## config.mk

```make
export PLATFORM = sky130hd
export DESIGN_NAME = mini_mips_register_alu_step
export DESIGN_NICKNAME = d
export VERILOG_FILES = /design/src/rtl/mmras_pkg.sv /design/src/rtl/mini_mips_register_alu_step.sv /design/src/rtl/mmras_ram.sv /design/src/rtl/mmras_div.sv /design/src/rtl/mmras_dp.sv /design/src/rtl/mmras_ctrl.sv
export SDC_FILE = /design/constraint.sdc
export NUM_CORES = 2
export LEC_CHECK = 0
export ABC_AREA = 1
export BUFFER_PORTS_ARGS = -buffer_cell sky130_fd_sc_hd__buf_4
export CORE_MARGIN = 2
export CORE_UTILIZATION = 50
export CTS_CLUSTER_DIAMETER = 80
export DETAILED_ROUTE_END_ITERATION = 6
export MAX_ROUTING_LAYER = met4
export PLACE_DENSITY = 0.66
export SLEW_MARGIN = 15
export SYNTH_ARGS = -nofsm -noshare
export SYNTH_HDL_FRONTEND = slang
export SYNTH_SLANG_ARGS = --single-unit
```

## constraint.sdc

```tcl
create_clock -name clk_i -period 9.7 [get_ports clk_i]
set_input_delay 0.97 -clock clk_i [delete_from_list [all_inputs] [get_ports clk_i]]
set_output_delay 0.97 -clock clk_i [all_outputs]
set_load 0.005 [all_outputs]
```

## src/rtl/mmras_pkg.sv

```systemverilog
package mmras_pkg;

  // Data path width and fixed step of the program counter
  localparam int unsigned DataW    = 32;
  localparam int unsigned RegCount = 32;
  localparam int unsigned RegFldW  = 5;
  localparam logic [DataW-1:0] PcStep = DataW'(4);

  // Instruction codes
  typedef enum logic [3:0] {
    OP_ADD   = 4'd0,
    OP_SUB   = 4'd1,
    OP_MULT  = 4'd2,
    OP_DIV   = 4'd3,
    OP_AND   = 4'd4,
    OP_OR    = 4'd5,
    OP_BEQ   = 4'd6,
    OP_BNE   = 4'd7,
    OP_LOAD  = 4'd8,
    OP_STORE = 4'd9,
    OP_JUMP  = 4'd10
  } opcode_e;

  // Register file read port selection
  typedef enum logic [1:0] {
    RSEL_A,
    RSEL_B,
    RSEL_C
  } rsel_e;

  // Controller states
  typedef enum logic [2:0] {
    ST_IDLE,
    ST_RD_A,
    ST_RD_B,
    ST_RD_C,
    ST_OPER,
    ST_EXEC,
    ST_DIV,
    ST_DONE
  } state_e;

  typedef struct packed {
    logic [3:0]         opcode;
    logic [RegFldW-1:0] first_reg;
    logic [RegFldW-1:0] second_reg;
    logic [RegFldW-1:0] third_reg;
    logic signed [31:0] immediate;
  } in_item_t;

  typedef struct packed {
    logic [31:0]        pc_value;
    logic               branch_taken;
    logic signed [31:0] result_value;
    logic               div_zero;
  } out_item_t;

  // Controller to datapath
  typedef struct packed {
    logic  load_item;
    rsel_e rd_sel;
    logic  cap_a;
    logic  cap_b;
    logic  cap_c;
    logic  exec;
    logic  div_start;
    logic  div_load;
    logic  commit;
  } cmd_t;

  // Datapath to controller
  typedef struct packed {
    logic div_run;
    logic div_done;
  } sts_t;

  // Reduce a register field modulo the register count by restoring subtraction
  function automatic logic [5:0] reg_mod(logic [RegFldW-1:0] field, int unsigned m);
    int unsigned v;
    v = field;
    for (int k = 4; k >= 0; k--) begin
      if (v >= (m << k)) begin
        v = v - (m << k);
      end
    end
    return v[5:0];
  endfunction

endpackage

```

## src/rtl/mini_mips_register_alu_step.sv

```systemverilog
// Channel  | Direction | Handshake                 | Payload
// in       | input     | in_valid_i / in_ready_o   | in_item_i  (opcode, regs, immediate)
// out      | output    | out_valid_o / out_ready_i | out_item_o (pc, taken, result, div_zero)
//
// An item passes from acceptance to the next through accept, three reads on the single
// read port of the register file, last operand capture, execute and commit.
// A divide with a nonzero divisor adds a pass through the divider, one quotient bit per cycle.
// Reset clears the program counter and marks every register as zero at once.
// A result waits in the output register while a new item is accepted; commit stalls
// only when the previous result has not been taken.
module mini_mips_register_alu_step
  import mmras_pkg::*;
#(
  parameter int unsigned NumRegs = RegCount
) (
  input  logic      clk_i,
  input  logic      rst_ni,
  input  logic      in_valid_i,
  output logic      in_ready_o,
  input  in_item_t  in_item_i,
  output logic      out_valid_o,
  input  logic      out_ready_i,
  output out_item_t out_item_o
);

  cmd_t cmd;
  sts_t sts;

  mmras_ctrl u_ctrl (
    .clk_i       (clk_i),
    .rst_ni      (rst_ni),
    .in_valid_i  (in_valid_i),
    .in_ready_o  (in_ready_o),
    .out_valid_o (out_valid_o),
    .out_ready_i (out_ready_i),
    .sts_i       (sts),
    .cmd_o       (cmd)
  );

  mmras_dp #(
    .NumRegs (NumRegs)
  ) u_dp (
    .clk_i      (clk_i),
    .rst_ni     (rst_ni),
    .in_item_i  (in_item_i),
    .cmd_i      (cmd),
    .sts_o      (sts),
    .out_item_o (out_item_o)
  );

endmodule

```

## src/rtl/mmras_ram.sv

```systemverilog
module mmras_ram #(
  parameter int unsigned Width = 32,
  parameter int unsigned Depth = 32
) (
  input  logic                                      clk_i,
  input  logic                                      we_i,
  input  logic [((Depth > 1) ? $clog2(Depth) : 1)-1:0] waddr_i,
  input  logic [Width-1:0]                          wdata_i,
  input  logic [((Depth > 1) ? $clog2(Depth) : 1)-1:0] raddr_i,
  output logic [Width-1:0]                          rdata_o
);

  logic [Width-1:0] mem_q [Depth];
  logic [Width-1:0] rdata_q;

  // Write one entry, read one entry into the output register
  always_ff @(posedge clk_i) begin
    if (we_i) begin
      mem_q[waddr_i] <= wdata_i;
    end
    rdata_q <= mem_q[raddr_i];
  end

  assign rdata_o = rdata_q;

endmodule

```

## src/rtl/mmras_div.sv

```systemverilog
module mmras_div
  import mmras_pkg::*;
(
  input  logic             clk_i,
  input  logic             rst_ni,
  input  logic             start_i,
  input  logic [DataW-1:0] num_i,
  input  logic [DataW-1:0] den_i,
  output logic             done_o,
  output logic [DataW-1:0] quo_o
);

  localparam int unsigned CntW = $clog2(DataW);

  logic              busy_q, busy_d;
  logic              done_q, done_d;
  logic [CntW-1:0]   cnt_q, cnt_d;
  logic              neg_q, neg_d;
  logic [DataW:0]    rem_q, rem_d;
  logic [DataW-1:0]  quo_q, quo_d;
  logic [DataW-1:0]  den_q, den_d;
  logic [DataW:0]    rem_sh;
  logic [DataW:0]    trial;

  // One quotient bit per cycle on the magnitudes
  always_comb begin
    busy_d = busy_q;
    done_d = 1'b0;
    cnt_d  = cnt_q;
    neg_d  = neg_q;
    rem_d  = rem_q;
    quo_d  = quo_q;
    den_d  = den_q;
    rem_sh = {rem_q[DataW-1:0], quo_q[DataW-1]};
    trial  = rem_sh - {1'b0, den_q};
    if (start_i) begin
      busy_d = 1'b1;
      cnt_d  = CntW'(DataW - 1);
      neg_d  = num_i[DataW-1] ^ den_i[DataW-1];
      rem_d  = '0;
      quo_d  = num_i[DataW-1] ? (DataW'(0) - num_i) : num_i;
      den_d  = den_i[DataW-1] ? (DataW'(0) - den_i) : den_i;
    end else if (busy_q) begin
      if (!trial[DataW]) begin
        rem_d = trial;
        quo_d = {quo_q[DataW-2:0], 1'b1};
      end else begin
        rem_d = rem_sh;
        quo_d = {quo_q[DataW-2:0], 1'b0};
      end
      cnt_d = cnt_q - CntW'(1);
      if (cnt_q == '0) begin
        busy_d = 1'b0;
        done_d = 1'b1;
      end
    end
  end

  always_ff @(posedge clk_i or negedge rst_ni) begin
    if (!rst_ni) begin
      busy_q <= 1'b0;
      done_q <= 1'b0;
      cnt_q  <= '0;
    end else begin
      busy_q <= busy_d;
      done_q <= done_d;
      cnt_q  <= cnt_d;
    end
  end

  always_ff @(posedge clk_i) begin
    neg_q <= neg_d;
    rem_q <= rem_d;
    quo_q <= quo_d;
    den_q <= den_d;
  end

  // Restore the sign; the most negative quotient wraps onto itself
  assign done_o = done_q;
  assign quo_o  = neg_q ? (DataW'(0) - quo_q) : quo_q;

endmodule

```

## src/rtl/mmras_dp.sv

```systemverilog
module mmras_dp
  import mmras_pkg::*;
#(
  parameter int unsigned NumRegs = RegCount
) (
  input  logic      clk_i,
  input  logic      rst_ni,
  input  in_item_t  in_item_i,
  input  cmd_t      cmd_i,
  output sts_t      sts_o,
  output out_item_t out_item_o
);

  localparam int unsigned IdxW = (NumRegs > 1) ? $clog2(NumRegs) : 1;

  in_item_t         item_q;
  logic [IdxW-1:0]  ra_idx, rb_idx, rc_idx, rd_addr;
  logic [NumRegs-1:0] valid_q;
  logic             vld_rd_q;
  logic [DataW-1:0] ram_rdata, rd_data;
  logic [DataW-1:0] a_q, b_q, c_q;
  logic [DataW-1:0] mul_lo;
  logic [DataW-1:0] res_d, result_q;
  logic             taken_d, taken_q;
  logic             dz_d, dz_q;
  logic             wr_d, write_q;
  logic [DataW-1:0] pc_q, pc_nx_d, pc_nx_q;
  logic             div_done;
  logic [DataW-1:0] div_quo;
  out_item_t        out_q;

  // Register indexes reduced to the file depth
  assign ra_idx = IdxW'(reg_mod(item_q.first_reg, NumRegs));
  assign rb_idx = IdxW'(reg_mod(item_q.second_reg, NumRegs));
  assign rc_idx = IdxW'(reg_mod(item_q.third_reg, NumRegs));

  always_comb begin
    unique case (cmd_i.rd_sel)
      RSEL_A:  rd_addr = ra_idx;
      RSEL_B:  rd_addr = rb_idx;
      RSEL_C:  rd_addr = rc_idx;
      default: rd_addr = ra_idx;
    endcase
  end

  mmras_ram #(
    .Width (DataW),
    .Depth (NumRegs)
  ) u_regfile (
    .clk_i   (clk_i),
    .we_i    (cmd_i.commit & write_q),
    .waddr_i (ra_idx),
    .wdata_i (result_q),
    .raddr_i (rd_addr),
    .rdata_o (ram_rdata)
  );

  // Entries never written since reset read as zero
  assign rd_data = vld_rd_q ? ram_rdata : '0;

  always_ff @(posedge clk_i or negedge rst_ni) begin
    if (!rst_ni) begin
      valid_q  <= '0;
      vld_rd_q <= 1'b0;
      pc_q     <= '0;
    end else begin
      vld_rd_q <= valid_q[rd_addr];
      if (cmd_i.commit) begin
        pc_q <= pc_nx_q;
        if (write_q) begin
          valid_q[ra_idx] <= 1'b1;
        end
      end
    end
  end

  assign mul_lo = b_q * c_q;

  // Evaluate the instruction on the captured operands
  always_comb begin
    res_d   = '0;
    taken_d = 1'b0;
    dz_d    = 1'b0;
    wr_d    = 1'b0;
    unique case (item_q.opcode)
      OP_ADD:   begin res_d = b_q + c_q; wr_d = 1'b1; end
      OP_SUB:   begin res_d = b_q - c_q; wr_d = 1'b1; end
      OP_MULT:  begin res_d = mul_lo;    wr_d = 1'b1; end
      OP_DIV:   begin dz_d = (c_q == '0); wr_d = 1'b1; end
      OP_AND:   begin res_d = b_q & c_q; wr_d = 1'b1; end
      OP_OR:    begin res_d = b_q | c_q; wr_d = 1'b1; end
      OP_BEQ:   taken_d = (a_q == b_q);
      OP_BNE:   taken_d = (a_q != b_q);
      OP_LOAD:  begin res_d = item_q.immediate; wr_d = 1'b1; end
      OP_STORE: res_d = a_q;
      OP_JUMP:  taken_d = 1'b1;
      default:  ;
    endcase
    pc_nx_d = pc_q + PcStep + (taken_d ? DataW'(item_q.immediate) : '0);
  end

  // Capture the item, operands and results as the controller steps
  always_ff @(posedge clk_i) begin
    if (cmd_i.load_item) begin
      item_q <= in_item_i;
    end
    if (cmd_i.cap_a) begin
      a_q <= rd_data;
    end
    if (cmd_i.cap_b) begin
      b_q <= rd_data;
    end
    if (cmd_i.cap_c) begin
      c_q <= rd_data;
    end
    if (cmd_i.exec) begin
      result_q <= res_d;
      taken_q  <= taken_d;
      dz_q     <= dz_d;
      write_q  <= wr_d;
      pc_nx_q  <= pc_nx_d;
    end else if (cmd_i.div_load) begin
      result_q <= div_quo;
    end
    if (cmd_i.commit) begin
      out_q.pc_value     <= pc_nx_q;
      out_q.branch_taken <= taken_q;
      out_q.result_value <= $signed(result_q);
      out_q.div_zero     <= dz_q;
    end
  end

  mmras_div u_div (
    .clk_i   (clk_i),
    .rst_ni  (rst_ni),
    .start_i (cmd_i.div_start),
    .num_i   (b_q),
    .den_i   (c_q),
    .done_o  (div_done),
    .quo_o   (div_quo)
  );

  assign sts_o.div_run  = (item_q.opcode == OP_DIV) && (c_q != '0);
  assign sts_o.div_done = div_done;
  assign out_item_o     = out_q;

endmodule

```

## src/rtl/mmras_ctrl.sv

```systemverilog
module mmras_ctrl
  import mmras_pkg::*;
(
  input  logic clk_i,
  input  logic rst_ni,
  input  logic in_valid_i,
  output logic in_ready_o,
  output logic out_valid_o,
  input  logic out_ready_i,
  input  sts_t sts_i,
  output cmd_t cmd_o
);

  state_e state_q, state_d;
  logic   out_valid_q, out_valid_d;

  always_ff @(posedge clk_i or negedge rst_ni) begin
    if (!rst_ni) begin
      state_q     <= ST_IDLE;
      out_valid_q <= 1'b0;
    end else begin
      state_q     <= state_d;
      out_valid_q <= out_valid_d;
    end
  end

  // Sequence reads, execute, optional divide, then commit into the output register
  always_comb begin
    state_d     = state_q;
    out_valid_d = out_valid_q;
    in_ready_o  = 1'b0;
    cmd_o       = '0;
    cmd_o.rd_sel = RSEL_A;
    if (out_valid_q && out_ready_i) begin
      out_valid_d = 1'b0;
    end
    unique case (state_q)
      ST_IDLE: begin
        in_ready_o = 1'b1;
        if (in_valid_i) begin
          cmd_o.load_item = 1'b1;
          state_d = ST_RD_A;
        end
      end
      ST_RD_A: begin
        cmd_o.rd_sel = RSEL_A;
        state_d = ST_RD_B;
      end
      ST_RD_B: begin
        cmd_o.rd_sel = RSEL_B;
        cmd_o.cap_a  = 1'b1;
        state_d = ST_RD_C;
      end
      ST_RD_C: begin
        cmd_o.rd_sel = RSEL_C;
        cmd_o.cap_b  = 1'b1;
        state_d = ST_OPER;
      end
      ST_OPER: begin
        cmd_o.cap_c = 1'b1;
        state_d = ST_EXEC;
      end
      ST_EXEC: begin
        cmd_o.exec = 1'b1;
        if (sts_i.div_run) begin
          cmd_o.div_start = 1'b1;
          state_d = ST_DIV;
        end else begin
          state_d = ST_DONE;
        end
      end
      ST_DIV: begin
        if (sts_i.div_done) begin
          cmd_o.div_load = 1'b1;
          state_d = ST_DONE;
        end
      end
      ST_DONE: begin
        // Hold until the output register is free
        if (!out_valid_q || out_ready_i) begin
          cmd_o.commit = 1'b1;
          out_valid_d  = 1'b1;
          state_d = ST_IDLE;
        end
      end
      default: state_d = ST_IDLE;
    endcase
  end

  assign out_valid_o = out_valid_q;

endmodule

```

==> reports/qor.yml <==
syn2layout_area_growth_pct: 10.6
dr.pass1.iters: 6
cts-root-buf: "clkbuf_16"
cts_tree: "done"
die_h_um: 414
numCtsBuffers: 154
end_kind: "flop"
cp_max_fo: 10
fin_nets: 8800
clock_skew_ns: 0.0426
track_usage_pct: 32.0
io_pins: 123
synth_flop_cell: "edfxtp_1"
start_util_pct: 50.3
yosysWarningCount: 0
fillers: 14200
drt-total-wl_mm: 265
remaining_drc_errors: 0
tightest_slew_ns: 1.28
synth.avg_cell_area_um2: 10.5
ys_seq_elements: 1509
synth.distinct_cells: 63
syn_area_um2: 84000
grt.overflow.total: 0
max_cap_violations: 0
die_area_um2: 171000
die_x_um: 414
grt_pass1_vias: 59700
crit_path_start_kind: "flop"
period_share_pct: 81.0
via_per_inst: 5.83
hpwl_mm: 177
grt_pass1_wl_mm: 390
clk_pin_slew_ns: 0.07
gp_congestion: 1.03
htreeDepth: 4
syn-num-nets: 8740
min_period_ns: 7.85
final-max-slew-violation-count: 0
antenna_found_initial: 8
drt_iter0_drc: 6795
post_cts_buffers: 0
clock-sinks: 1509
synth_seq_area_share_pct: 52.8
setup_tns_ns: 0
core_um2: 167000
required_ns: 10.22
status: "finished, final reports clean"
synth-async-reset-ratio_pct: 5.04
drive_gt1_share_pct: 8.35
grt_setup_unrepaired: "no"
syn_inst: 8011
crit_arrival_ns: 8.37
maxSlewHeadroom_pct: 14.6
num_vias: 60700
synth_edf_count: 1369
clock.fmax_mhz: 127
min_path_type: "primary input to flop"
insertion_delay_ns: 0.82
rows: 150
hold_violations: 0
grt_max_degree: 189
ant_nets: 0
wire_per_inst_um: 25.5
cts_buffer_depth: 3
setup_viol: 0
portBuffers: 122
crit_type: "flop to flop"
[metrics by stage]
step	setup WS, ns	cells	hold WS (ns)	util, %	cell area [um2]
after CTS	1.95	10400	0.293	55.5	92800
after global routing	1.59	10400	0.315	55.6	92900
after floorplan	2.70	8011	0.400	-	84000
after detailed placement	1.96	10100	0.423	52.5	87700
after global placement	2.11	10100	0.406	52.5	87700
final	1.85	10400	0.342	55.6	92900
[path summary, 6_finish.rpt]
kind                                   startpoint                             to  slack (ns)  cells past startpoint
setup / recovery           u_dp.b_q[17]$_DFFE_PP_    u_dp.result_q[24]$_DFFE_PP_        1.85                     23
hold / removal                      in_item_i[17]      u_dp.item_q[17]$_DFFE_PP_        0.34                      1
setup reg to reg           u_dp.b_q[17]$_DFFE_PP_    u_dp.result_q[24]$_DFFE_PP_        1.85                     23
hold reg to reg            u_dp.taken_q$_DFFE_PP_  u_dp.out_item_o[33]$_DFFE_PP_        0.43                      0
max in group asynchronous                  rst_ni       u_dp.pc_q[4]$_DFFE_PN0P_        7.90                      3
min in group asynchronous                  rst_ni   u_dp.valid_q[18]$_DFFE_PN0P_        0.58                      2
[Yosys cell counts (7+ instances only)]
master | number | share of area, %
nand2_1 | 1547 | 6.9
edfxtp_1 | 1369 | 49
inv_1 | 1138 | 5.1
nor2_1 | 623 | 2.8
o21ai_0 | 539 | 3.2
fa_1 | 411 | 9.8
clkbuf_1 | 303 | 1.4
nand3_1 | 291 | 1.7
ha_1 | 263 | 3.9
o221ai_1 | 222 | 2.3
mux2i_1 | 217 | 2.6
a21oi_1 | 176 | 1.0
xor2_1 | 99 | 1.0
dfrtp_1 | 76 | 2.3
dfxtp_1 | 64 | 1.5
nor3_1 | 59 | 0.35
nand4_1 | 57 | 0.42
o211ai_1 | 56 | 0.50
buf_1 | 50 | 0.22
or2_2 | 47 | 0.35
a31oi_1 | 44 | 0.33
o32ai_1 | 41 | 0.43
buf_2 | 39 | 0.23
xnor2_1 | 37 | 0.39
o21bai_1 | 31 | 0.28
a221oi_1 | 21 | 0.22
a21o_1 | 17 | 0.15
o21ai_1 | 15 | 0.089
nor4_1 | 14 | 0.10
buf_4 | 13 | 0.12
nand3b_1 | 13 | 0.12
o22ai_1 | 13 | 0.097
a211oi_1 | 10 | 0.089
a21boi_0 | 9 | 0.080
buf_6 | 8 | 0.11
o21bai_2 | 8 | 0.11
inv_2 | 7 | 0.031
[kinds of logic after synthesis]
logic type | after synthesis | synth area share (%)
and+or+nand+nor | 2678 | 13.1
buffers and inverters | 1566 | 7.20
DFF | 1509 | 52.8
AOI/OAI and AO/OA | 1231 | 9.23
adders and majority gates | 674 | 13.7
muxes | 217 | 2.59
xor gates and xnor gates | 136 | 1.42
[layout make-up]
cell class              count  area [um2]  area share, %
diodes                      5        12.5         0.0135
inverters                1153        4360           4.69
flip-flops and latches   1509       44300           47.7
multi-input cells        4936       33900           36.5
repair buffers            317        2530           2.72
clock buffers             202        4230           4.55
well taps                2204        2760           2.97
clock inverters            85         788          0.849
[state kept, by name, summed over array words and instances, names as in the netlist, 32 cells and up]
| name | flops |
|---|---|
| u_dp.item_q | 36 |
| u_dp.u_regfile.mem_q | 1024 |
| u_dp.b_q | 32 |
| u_dp.result_q | 32 |
| u_dp.a_q | 32 |
| u_dp.valid_q | 32 |
| u_dp.u_div.quo_q | 32 |
| u_dp.u_regfile.rdata_o | 32 |
| u_dp.u_div.den_q | 32 |
| u_dp.pc_nx_q | 32 |
| u_dp.c_q | 32 |
| u_dp.u_div.rem_q | 32 |
| u_dp.pc_q | 32 |
| u_dp.out_item_o | 66 |
[layer usage]
layer	share of wire [%]	global-route usage, %	wire, um
met4	5.8	16.0	15500
met2	47	51.0	126000
met1	39	40.3	105000
met3	7.4	4.38	19800
met5	0	-	0
[worst max-delay path, cell delays in order (launching register included)]
cell	delay, ns
edfxtp_1	0.71
buf_4	0.31
nand2_1	0.06
inv_1	0.07
fa_1	0.53
inv_1	0.06
fa_1	0.50
fa_1	0.45
fa_1	0.55
inv_1	0.05
fa_1	0.48
fa_1	0.59
fa_1	0.44
fa_1	0.44
ha_1	0.40
a21oi_1	0.24
o21ai_0	0.11
a21oi_1	0.19
nand3_1	0.19
a21o_1	0.23
o21ai_0	0.63
nand4_1	0.17
nand2_1	0.10
o21ai_0	0.08
[layout by cell type (no fill, tap or decap), drive strengths merged, types with 13 or more instances in the layout]
cell type  synthesis  layout
mux2i            217     217
o32ai             41      41
nor3              67      67
nand3b            13      13
nand2           1553    1553
nor2             629     629
nand3            295     295
ha               263     263
nor4              14      14
o221ai           222     222
edfxtp          1369    1369
o21bai            39      39
nand4             57      57
o21ai            556     556
or2               48      48
xnor2             37      37
buf              110     316
o22ai             13      13
clkinv             8      76
a221oi            21      21
a21o              17      17
clkbuf           303     202
inv             1145    1153
dfxtp             64      64
a31oi             44      44
xor2              99      99
a21oi            176     176
fa               411     411
o211ai            56      56
dfrtp             76      76
[repair_timing]
item / in CTS / in global routing
endpoints found under the hold margin: 16 / 0
hold buffers: 1 / 0
resized for setup: 0 / 0
setup endpoints to repair: 0 / 0
Power is left out: the tool's default activity adds up to more than one toggle a clock period on the data nets, which glitch-free logic cannot reach.
